File: src/rtl/assert_macros.svh
// ---------------------------------------------------------------------------
// Assertion macros
// Shared concurrent assertion forms, clocked on the rising edge and held off
// while reset is active.
// ---------------------------------------------------------------------------
`ifndef ASSERT_MACROS_SVH
`define ASSERT_MACROS_SVH

// Same-cycle implication.
`define ASSERT_IMPL(lbl, clk, rst_n, ante, cons, msg) \
  lbl: assert property (@(posedge clk) disable iff (!(rst_n)) (ante) |-> (cons)) \
    else $error(msg);

// Next-cycle implication.
`define ASSERT_NEXT(lbl, clk, rst_n, ante, cons, msg) \
  lbl: assert property (@(posedge clk) disable iff (!(rst_n)) (ante) |=> (cons)) \
    else $error(msg);

`endif

File: src/rtl/rsmt_pkg.sv
// ---------------------------------------------------------------------------
// rsmt_pkg
// Types and codes shared by the response string matcher modules.
// ---------------------------------------------------------------------------
package rsmt_pkg;

  // Pattern storage fixed by the two 64-bit pattern registers.
  localparam int PAT_BYTES = 16;
  localparam int LEN_W     = 5;
  localparam int TMO_W     = 16;
  localparam int CFG_IDX_W = 2;
  localparam int CFG_DW    = 64;

  // Register indexes.
  localparam logic [CFG_IDX_W-1:0] CFG_PAT_LOW  = 2'd0;
  localparam logic [CFG_IDX_W-1:0] CFG_PAT_HIGH = 2'd1;
  localparam logic [CFG_IDX_W-1:0] CFG_PAT_LEN  = 2'd2;
  localparam logic [CFG_IDX_W-1:0] CFG_TIMEOUT  = 2'd3;

  localparam logic [LEN_W-1:0] PAT_LEN_RST = 5'd2;
  localparam logic [TMO_W-1:0] TIMEOUT_RST = 16'd3000;
  localparam logic [TMO_W-1:0] TICKS_MAX   = 16'hFFFF;

  // Request opcodes.
  localparam logic [1:0] OP_START = 2'd0;
  localparam logic [1:0] OP_BYTE  = 2'd1;
  localparam logic [1:0] OP_TICK  = 2'd2;

  // Search phases.
  localparam logic [1:0] PH_IDLE    = 2'd0;
  localparam logic [1:0] PH_SEARCH  = 2'd1;
  localparam logic [1:0] PH_FOUND   = 2'd2;
  localparam logic [1:0] PH_TIMEOUT = 2'd3;

  // Reported status codes.
  localparam logic [1:0] ST_BUSY      = 2'd0;
  localparam logic [1:0] ST_FOUND     = 2'd1;
  localparam logic [1:0] ST_TMO_DATA  = 2'd2;
  localparam logic [1:0] ST_TMO_EMPTY = 2'd3;

  typedef struct packed {
    logic [1:0] opcode;
    logic [7:0] data_byte;
  } req_t;

  typedef struct packed {
    logic [1:0] status;
    logic [7:0] received_count;
  } rsp_t;

  // Pattern prepared for the window compare: lane j holds the byte expected
  // at window position j (position 0 is the newest byte).
  typedef struct packed {
    logic [PAT_BYTES-1:0][7:0] pat_al;
    logic [PAT_BYTES-1:0]      lane_en;
    logic [LEN_W-1:0]          eff_len;
    logic                      empty;
    logic [TMO_W-1:0]          timeout;
  } match_cfg_t;

endpackage

File: src/rtl/rsmt_cfg.sv
// ---------------------------------------------------------------------------
// rsmt_cfg
// Configuration registers; derives the aligned compare pattern on each write.
// ---------------------------------------------------------------------------
module rsmt_cfg import rsmt_pkg::*; #(
  parameter int PATTERN_MAX = 16
) (
  input  logic                 clk_i,
  input  logic                 rst_ni,
  input  logic                 cfg_we_i,
  input  logic [CFG_IDX_W-1:0] cfg_idx_i,
  input  logic [CFG_DW-1:0]    cfg_wdata_i,
  output match_cfg_t           mcfg_o
);

  // Reset pattern starts with a zero byte: empty effective pattern.
  localparam match_cfg_t MCFG_RST = '{
    pat_al:  '0,
    lane_en: '0,
    eff_len: '0,
    empty:   1'b1,
    timeout: TIMEOUT_RST
  };

  logic [63:0]      pat_lo_q, pat_lo_d;
  logic [63:0]      pat_hi_q, pat_hi_d;
  logic [LEN_W-1:0] len_q, len_d;
  logic [TMO_W-1:0] tmo_d;
  match_cfg_t       mcfg_q, mcfg_d;

  always_comb begin
    pat_lo_d = pat_lo_q;
    pat_hi_d = pat_hi_q;
    len_d    = len_q;
    tmo_d    = mcfg_q.timeout;
    if (cfg_we_i) begin
      unique case (cfg_idx_i)
        CFG_PAT_LOW:  pat_lo_d = cfg_wdata_i;
        CFG_PAT_HIGH: pat_hi_d = cfg_wdata_i;
        CFG_PAT_LEN:  len_d    = cfg_wdata_i[LEN_W-1:0];
        CFG_TIMEOUT:  tmo_d    = cfg_wdata_i[TMO_W-1:0];
        default: ;
      endcase
    end
  end

  // Clamp the length, cut it at the first zero byte, then reverse the
  // pattern so lane j lines up with window position j.
  always_comb begin
    logic [PAT_BYTES-1:0][7:0] bytes;
    logic [LEN_W-1:0]          n_clamp;
    logic [LEN_W-1:0]          eff;
    logic [LEN_W-1:0]          idx;
    bytes   = {pat_hi_d, pat_lo_d};
    n_clamp = (32'(len_d) > PATTERN_MAX) ? LEN_W'(PATTERN_MAX) : len_d;
    eff     = n_clamp;
    for (int i = PAT_BYTES - 1; i >= 0; i--) begin
      if ((LEN_W'(i) < n_clamp) && (bytes[i] == 8'h00)) begin
        eff = LEN_W'(i);
      end
    end
    mcfg_d         = '0;
    mcfg_d.eff_len = eff;
    mcfg_d.empty   = (eff == '0);
    mcfg_d.timeout = tmo_d;
    for (int j = 0; j < PAT_BYTES; j++) begin
      idx = eff - LEN_W'(j) - LEN_W'(1);
      mcfg_d.lane_en[j] = (LEN_W'(j) < eff);
      mcfg_d.pat_al[j]  = mcfg_d.lane_en[j] ? bytes[idx[3:0]] : 8'h00;
    end
  end

  always_ff @(posedge clk_i or negedge rst_ni) begin
    if (!rst_ni) begin
      pat_lo_q <= '0;
      pat_hi_q <= '0;
      len_q    <= PAT_LEN_RST;
      mcfg_q   <= MCFG_RST;
    end else begin
      pat_lo_q <= pat_lo_d;
      pat_hi_q <= pat_hi_d;
      len_q    <= len_d;
      mcfg_q   <= mcfg_d;
    end
  end

  assign mcfg_o = mcfg_q;

endmodule

File: src/rtl/rsmt_match.sv
// ---------------------------------------------------------------------------
// rsmt_match
// Parallel compare of the shifted byte window against the aligned pattern.
// ---------------------------------------------------------------------------
module rsmt_match import rsmt_pkg::*; #(
  parameter int PATTERN_MAX = 16
) (
  input  logic [PATTERN_MAX-1:0][7:0] win_i,
  input  match_cfg_t                  mcfg_i,
  output logic                        hit_o
);

  logic [PATTERN_MAX-1:0] lane_ok;

  for (genvar j = 0; j < PATTERN_MAX; j++) begin : g_lane
    assign lane_ok[j] = !mcfg_i.lane_en[j] || (win_i[j] == mcfg_i.pat_al[j]);
  end

  assign hit_o = &lane_ok;

endmodule

File: src/rtl/response_string_matcher_timeout.sv
// ---------------------------------------------------------------------------
// response_string_matcher_timeout
// Streaming search for a configured response string with a tick timeout.
// ---------------------------------------------------------------------------
//  channel | direction | handshake                | payload
//  --------+-----------+--------------------------+----------------------------
//  in      | request   | in_valid_i / in_stall_o  | in_data_i  (opcode, byte)
//  out     | result    | out_valid_o / out_stall_i| out_data_o (status, count)
//  cfg     | write     | cfg_we_i                 | cfg_idx_i, cfg_wdata_i
//
// Throughput is one request per cycle while in_stall_o is low; each result
// enters the output register as its request is taken. The window compare in
// rsmt_match and the state update sit between the search registers and the
// output register. in_stall_o is raised only while a result waits and the
// sink stalls. Reset clears all control state at once; there is no clearing
// pass. Config writes take effect for the request taken on the next edge.
// ---------------------------------------------------------------------------
`include "assert_macros.svh"

module response_string_matcher_timeout import rsmt_pkg::*; #(
  parameter int BUFFER_BYTES = 256,
  parameter int PATTERN_MAX  = 16
) (
  input  logic                 clk_i,
  input  logic                 rst_ni,
  input  logic                 in_valid_i,
  output logic                 in_stall_o,
  input  req_t                 in_data_i,
  output logic                 out_valid_o,
  input  logic                 out_stall_i,
  output rsp_t                 out_data_o,
  input  logic                 cfg_we_i,
  input  logic [CFG_IDX_W-1:0] cfg_idx_i,
  input  logic [CFG_DW-1:0]    cfg_wdata_i
);

  // Kept-byte counter holds up to BUFFER_BYTES-1.
  localparam int KEEP_W = (BUFFER_BYTES > 2) ? $clog2(BUFFER_BYTES) : 1;
  localparam logic [KEEP_W-1:0] KEEP_MAX = KEEP_W'(BUFFER_BYTES - 1);

  match_cfg_t mcfg;

  logic [1:0]                  phase_q, phase_d;
  logic [KEEP_W-1:0]           kept_q, kept_d;
  logic                        ended_q, ended_d;
  logic [TMO_W-1:0]            elapsed_q, elapsed_d;
  logic [PATTERN_MAX-1:0][7:0] win_q, win_d;
  logic [PATTERN_MAX-1:0][7:0] win_shift;

  logic out_valid_q, out_valid_d;
  rsp_t rsp_q, rsp_d;

  logic in_acc;
  logic hit;
  logic [KEEP_W-1:0] kept_inc;
  logic kept_enough;

  rsmt_cfg #(
    .PATTERN_MAX(PATTERN_MAX)
  ) u_cfg (
    .clk_i      (clk_i),
    .rst_ni     (rst_ni),
    .cfg_we_i   (cfg_we_i),
    .cfg_idx_i  (cfg_idx_i),
    .cfg_wdata_i(cfg_wdata_i),
    .mcfg_o     (mcfg)
  );

  // Window as it would look with the incoming byte pushed in as newest.
  always_comb begin
    win_shift[0] = in_data_i.data_byte;
    for (int j = 1; j < PATTERN_MAX; j++) begin
      win_shift[j] = win_q[j-1];
    end
  end

  rsmt_match #(
    .PATTERN_MAX(PATTERN_MAX)
  ) u_match (
    .win_i (win_shift),
    .mcfg_i(mcfg),
    .hit_o (hit)
  );

  // Accept whenever the output register is free or being emptied now.
  assign in_stall_o = out_valid_q && out_stall_i;
  assign in_acc     = in_valid_i && !in_stall_o;

  assign kept_inc    = kept_q + KEEP_W'(1);
  assign kept_enough = (32'(kept_inc) >= 32'(mcfg.eff_len));

  // Next search state for the request being taken.
  always_comb begin
    logic added;
    logic [TMO_W-1:0] el;
    logic [31:0] kept_w;
    added     = 1'b0;
    el        = elapsed_q;
    phase_d   = phase_q;
    kept_d    = kept_q;
    ended_d   = ended_q;
    elapsed_d = elapsed_q;
    win_d     = win_q;
    if (in_acc) begin
      case (in_data_i.opcode)
        OP_START: begin
          win_d     = '0;
          kept_d    = '0;
          ended_d   = 1'b0;
          elapsed_d = '0;
          phase_d   = (mcfg.timeout == '0) ? PH_TIMEOUT : PH_SEARCH;
        end
        OP_BYTE: begin
          if (phase_q == PH_SEARCH) begin
            if (elapsed_q >= mcfg.timeout) begin
              // Out of time: drop the byte and give up.
              phase_d = PH_TIMEOUT;
            end else begin
              if (kept_q < KEEP_MAX) begin
                kept_d = kept_inc;
                if (!ended_q) begin
                  if (in_data_i.data_byte == 8'h00) begin
                    ended_d = 1'b1;
                  end else begin
                    win_d = win_shift;
                    added = 1'b1;
                  end
                end
              end
              if (mcfg.empty || (added && hit && kept_enough)) begin
                phase_d = PH_FOUND;
              end
            end
          end
        end
        OP_TICK: begin
          if (phase_q == PH_SEARCH) begin
            if (elapsed_q != TICKS_MAX) begin
              el = elapsed_q + TMO_W'(1);
            end
            elapsed_d = el;
            if (el >= mcfg.timeout) begin
              phase_d = PH_TIMEOUT;
            end
          end
        end
        default: ;
      endcase
    end

    kept_w = 32'(kept_d);
    rsp_d.received_count = (kept_w > 32'd255) ? 8'hFF : kept_w[7:0];
    case (phase_d)
      PH_FOUND:   rsp_d.status = ST_FOUND;
      PH_TIMEOUT: rsp_d.status = (kept_d != '0) ? ST_TMO_DATA : ST_TMO_EMPTY;
      default:    rsp_d.status = ST_BUSY;
    endcase
  end

  // Load a fresh result on accept; drop the held one once taken.
  assign out_valid_d = in_acc || (out_valid_q && out_stall_i);

  always_ff @(posedge clk_i or negedge rst_ni) begin
    if (!rst_ni) begin
      phase_q     <= PH_IDLE;
      kept_q      <= '0;
      ended_q     <= 1'b0;
      elapsed_q   <= '0;
      win_q       <= '0;
      out_valid_q <= 1'b0;
    end else begin
      phase_q     <= phase_d;
      kept_q      <= kept_d;
      ended_q     <= ended_d;
      elapsed_q   <= elapsed_d;
      win_q       <= win_d;
      out_valid_q <= out_valid_d;
    end
  end

  always_ff @(posedge clk_i) begin
    if (in_acc) begin
      rsp_q <= rsp_d;
    end
  end

  assign out_valid_o = out_valid_q;
  assign out_data_o  = rsp_q;

  // A match needs at least one kept byte.
  `ASSERT_IMPL(a_found_has_bytes, clk_i, rst_ni, phase_q == PH_FOUND, kept_q != '0, "found without kept bytes")
  // A kept zero byte is counted.
  `ASSERT_IMPL(a_ended_has_bytes, clk_i, rst_ni, ended_q, kept_q != '0, "text ended with no bytes kept")
  // Every taken request leaves a result in the output register.
  `ASSERT_NEXT(a_result_follows, clk_i, rst_ni, in_acc, out_valid_o, "request taken without result")
  // A start with a nonzero timeout arms the search.
  `ASSERT_NEXT(a_start_arms, clk_i, rst_ni, in_acc && (in_data_i.opcode == OP_START) && (mcfg.timeout != '0), phase_q == PH_SEARCH, "start did not arm search")

endmodule

File: config.mk
export PLATFORM = sky130hd
export DESIGN_NAME = response_string_matcher_timeout
export DESIGN_NICKNAME = d
export VERILOG_FILES = /design/src/rtl/rsmt_pkg.sv /design/src/rtl/rsmt_cfg.sv /design/src/rtl/rsmt_match.sv /design/src/rtl/response_string_matcher_timeout.sv
export VERILOG_INCLUDE_DIRS = /design/src /design/src/rtl
export SDC_FILE = /design/constraint.sdc
export NUM_CORES = 1
export LEC_CHECK = 0
export ABC_AREA = 1
export BUFFER_PORTS_ARGS = -buffer_cell sky130_fd_sc_hd__buf_2
export CORE_UTILIZATION = 30
export CTS_CLUSTER_SIZE = 10
export DETAILED_ROUTE_END_ITERATION = 7
export GPL_ROUTABILITY_DRIVEN = 0
export SLEW_MARGIN = 20
export SYNTH_ARGS = -nofsm -noshare
export SYNTH_HDL_FRONTEND = slang
export SYNTH_SLANG_ARGS = --single-unit
File: constraint.sdc
create_clock -name clk_i -period 4.5 [get_ports clk_i]
set_input_delay 0.45 -clock clk_i [delete_from_list [all_inputs] [get_ports clk_i]]
set_output_delay 0.45 -clock clk_i [all_outputs]
set_load 0.005 [all_outputs]
# Word-level counts from Yosys, hierarchy flattened
# Index checks and enable logic that the tools add are counted.
# Widths: inputs -> output; s select.
word_totals:
  ff_bits: 457
op_classes:
  n_addsub: 32
  order_cmp: 53
  n_eq_ne: 31
  mux: 111
  n_reduce_logical: 84
ops:
  columns: ["operator", "count"]
  rows:
  - ["$mux 120", 5]
  - ["$bmux 8 s4", 16]
  - ["$mux 8", 36]
  - ["$mux 64", 4]
  - ["$pmux 120 s2", 1]
  - ["$logic_not 8->1", 17]
  - ["$eq 8x8->1", 16]
  - ["$mux 5", 19]
  - ["$lt 4x5->1 const A", 16]
  - ["$lt 4x5->1 const B", 16]
  - ["$mux 16", 5]
  - ["$sub 4x1->4 const B", 16]
  - ["$lt 3x5->1 const A", 8]
  - ["$ge 16x16->1", 2]
  - ["$pmux 16 s2", 1]
  - ["$sub 4x4->4 const B", 8]
  - ["$logic_and 1x1->1", 20]
  - ["$lt 1x5->1 const A", 4]
  - ["$lt 2x5->1 const A", 4]
  - ["$logic_or 1x1->1", 18]
  - ["$logic_not 1->1", 17]
  - ["$add 16x1->16 const B", 1]
  - ["$logic_not 16->1", 1]
  - ["$ne 16x16->1 const B", 1]
  - ["other kinds (24)", 59]

# Depth between registers and ports, before layout
depth:
  word_depth: 28
  depth_mapped: 34
  mapped_depth_nobuf: 31

# Modules after synthesis
# A second synthesis with hierarchy kept.
unflattened:
  hier_cells: 4081
  area_unflattened_um2: 28447.3
by_module_without_submodules:
  columns: ["mod", "instances", "cells_per_inst", "area_each_um2", "seq_area_each_um2"]
  rows:
  - ["rsmt_cfg", 1, 2757, 18471.5, 7468.4]
  - ["response_string_matcher_timeout", 1, 997, 8177.8, 4003.8]
  - ["rsmt_match", 1, 327, 1798.0, 0.0]

# Worst setup path after synthesis
# OpenSTA, ideal clock, no wires.
synth_timing:
  kind: "input to register"
  startpoint: "input cfg_we_i"
  endpoint: "register u_cfg.mcfg_q (netlist bit u_cfg.mcfg_o[70])"
  setup_ns: 0.117
  arrival_ns: 4.005
  setup_slack_ns: 0.379
  cell_stages: 25
  n_path_buf: 6
  cell_sequence: "inv_1 -> nor2_2 -> nand2_2 -> buf_2 -> buf_2 -> o21ai_0 -> inv_1 -> nor4_1 -> nand3_1 -> nand2_1 -> inv_1 -> nand2_1 -> nand3_1 -> nand2_1 -> buf_2 -> buf_1 -> ha_1 -> inv_1 -> clkbuf_1 -> buf_1 -> nand3_1 -> nand3_1 -> nand3_1 -> nand2_1 -> nor2_1"
synth_lines:
  columns: ["element", "line", "rtl"]
  rows:
  - ["start, declared", "response_string_matcher_timeout.sv:32", "input logic cfg_we_i,"]
  - ["end signal, assigned", "rsmt_cfg.sv:83", "mcfg_q <= mcfg_d;"]
  - ["end, declared", "rsmt_cfg.sv:29", "match_cfg_t mcfg_q, mcfg_d;"]

==> impl_metrics.toml <==
[global_routing]
grt-ovfl-total = 0
grt_pass1_wl_um = 169000
grt_pass1_vias = 26400
grt_max_degree = 165
antenna_found_initial = 5
grt.total_usage_pct = 23.8

[setup_path]
crit_path_cell_trace = "inv_1, nand2_1, nand2_2, nand2_2, nor2_2, inv_1, nor2_1, nor3_1, o21ai_1, nand2_1, nor2_1, nand2_4, inv_2, buf_4, ha_1, nand2_1, nand2_2, o21a_1, nand2_1, nor2_1, buf_4"
required_ps = 5070
path_buf_inv = 5
max_stage_delay_ps = 400
crit_type = "flip-flop to flip-flop"
path_delay_family = "simple AND/OR/NAND/NOR gates"
critPathSlowestCell = "o21a_1"
start_kind = "flip-flop"
crit_arrival_ps = 4630
worstPathMaxFanout = 17
cp_common_cell = "nand2_1"
end_kind = "flip-flop"

[logic_synthesis]
ys_ff_latch = 456
synth.distinct_cells = 53
synth_top_family_by_area = "simple AND/OR/NAND/NOR gates"
synthMuxAreaShare_pct = 0.107
synthAdderAreaFrac_pct = 2.23
synth_top_area_share_pct = 39.0
avgSynthCellArea_um2 = 7.10
synth.area.top_cells = "dfrtp_1, nand3_1, nand2_1"
synth_xor_area_share_pct = 3.57
synth_compound_area_share_pct = 7.95
netlist_area_um2 = 28000
yosysTopAreaCell = "dfrtp_1"
synthSimpleGateAreaFrac_pct = 35.3
syn_nets = 4077
ys_seq_area_share_pct = 40.9
yosysWarnings = 0
syn_inst = 3946

[cells_and_area]
drive_above_1_share_pct = 12.6
nets = 4298
regArea_um2 = 11500
final_cell_mix = "nand2_1, nand3_1, inv_1"
multi_input_area_um2 = 13800
mostFrequentLayoutCell = "nand2_1"
area_growth_pct = 19.6
fillCellCount = 9663

[cts]
cts_resized = 0
cts.sinks = 456
cts_tree = "done"
clk_pin_slew_ps = 60
cts_root_buf = "clkbuf_16"
clock_latency_ps = 650
htreeDepth = 2
cts_made_buffers = 56
clk_path_buf_depth = 3

[floorplan]
boundaryPins = 93
dieArea_um2 = 94600
start_util_pct = 30.4
die_w_um = 308
die_h_um = 308
core_area_um2 = 92100
placementRows = 111

[timing]
fin_setup_tns_ps = 0
rsz0062_at_grt = "no"
timing.fmax_ghz = 0.246
worstMarginPinSlew_ps = 901
finClkSkew_ps = 47.7
hold_viol_final = 0
worst_slack_ps = 437
maxSlewHeadroom_pct = 39.9
setup_viol = 0
period_minus_slack_ps = 4060
maxSlewViolCount = 0
finalCritPeriodShare_pct = 90.3

[routing]
post_drt_wl_per_cell_um = 20.7
wl_um = 112000
route.detailed.drc = 0
antenna_left = 0
drtIter0Drc = 3972
dr.pass1.iters = 8
dr_total_vias = 28300
avgViaCountPerCell = 5.20

[pwr]
power.density_nw_per_um2 = 598
p_leak_uw = 0.0166
vdd_ir_drop_max_mv = 0.331
power.total_uw = 20000

[place]
place_worst_setup_slack_ps = -85.7
io_buffers = 92
hpwl_um = 86500

[run_status]
status = "completed"

[min_path]
min_path_type = "input pin to flip-flop"

[run]
cap_violations = 0
timing repair:
action	CTS	global route
buffers inserted	0	3
hold buffers	3	0
endpoints found under the hold margin	33	0
setup endpoints to repair	0	45
sequential cells by signal (all words and copies together) (netlist names):
register	count
u_cfg.pat_hi_q	64
win_q	120
ended_q	1
phase_q	2
u_cfg.mcfg_o	165
elapsed_q	16
out_valid_o	1
out_data_o	10
kept_q	8
u_cfg.len_q	5
u_cfg.pat_lo_q	64
worst register-to-register path, stage by stage, from the launching register on:
cell and delay [ps]:
dfrtp_1 360, inv_1 50, nand2_1 60, nand2_2 160, nand2_2 150, nor2_2 190
inv_1 80, nor2_1 260, nor3_1 140, o21ai_1 220, nand2_1 150, nor2_1 210
nand2_4 180, inv_2 160, buf_4 260, ha_1 210, nand2_1 70, nand2_2 90
o21a_1 400, nand2_1 130, nor2_1 300, buf_4 180
final cells by class:
type	instances	share of cell area, %
multi-input cells	2794	41.3
flip-flops and latches	456	34.2
repair buffers	355	9.00
inverters	504	5.66
well taps	1243	4.64
clock buffers	79	4.62
clock inverters	12	0.519
diodes	2	0.0149
worst paths after layout:
path,from,end,slack (ps),cells after the start
setup / recovery,u_cfg.len_q[4]$_DFF_PN0_,u_cfg.mcfg_o[151]$_DFF_PN0_,440,21
hold reg to reg,win_q[9]$_DFFE_PN0P_,win_q[17]$_DFFE_PN0P_,500,2
max in group asynchronous,rst_ni,win_q[96]$_DFFE_PN0P_,2970,3
min in group asynchronous,rst_ni,u_cfg.pat_lo_q[58]$_DFF_PN0_,310,2
hold / removal,cfg_wdata_i[7],u_cfg.mcfg_o[7]$_DFFE_PN1P_,90,3
setup reg to reg,u_cfg.len_q[4]$_DFF_PN0_,u_cfg.mcfg_o[151]$_DFF_PN0_,440,21
power by group:
part	total, µW	switching, µW	internal, µW	leakage [µW]
Sequential	5890	725	5170	0.00559
Combinational	9780	6450	3330	0.0102
Clock	4360	1820	2540	0.000838
synthesized netlist by cell type (all sizes together):
cell type / instances
nor4: 22
nand3b: 8
edfxtp: 10
o2111ai: 1
a21oi: 43
dfrtp: 437
and2: 6
clkinv: 3
xnor2: 80
a31oi: 2
a211oi: 2
o31ai: 7
clkbuf: 90
buf: 102
xor2: 24
a21boi: 4
ha: 50
o41ai: 10
nand4: 43
o21ai: 291
nor2: 319
nor3: 21
or2: 34
o211ai: 4
o21a: 16
dfstp: 9
nand3: 859
nand2: 929
mux2i: 3
a22oi: 2
inv: 501
o22ai: 8
o221ai: 6
logic make-up (layout without fill, tap and decap cells):
family | Yosys count | count (layout)
xor gates and xnor gates | 104 | 104
muxes | 3 | 3
DFF | 456 | 456
other | 0 | 2
AOI/OAI and AO/OA | 396 | 396
adders and majority gates | 50 | 50
buffers and inverters | 696 | 950
and+or+nand+nor | 2241 | 2241
routing by layer:
layer  wire (µm)  up-vias  track usage, %
li1            -    13200               -
met1       46400    13200            31.8
met2       45200     1529            34.1
met3       12100      341            6.24
met4        8710        2            14.9
met5          68        -               0
per-stage QoR:
stage                     area, µm²  util, %  cells  hold WS (ps)
after floorplan               28000        -   3946           154
after global placement        31700     34.4   5346           374
after detailed placement      31700     34.4   5346           377
after CTS                     33500     36.3   5440          66.8
after global routing          33500     36.4   5443          99.9
final                         33500     36.4   5445          94.5
Note: power is estimated with default switching activity, not from simulation.
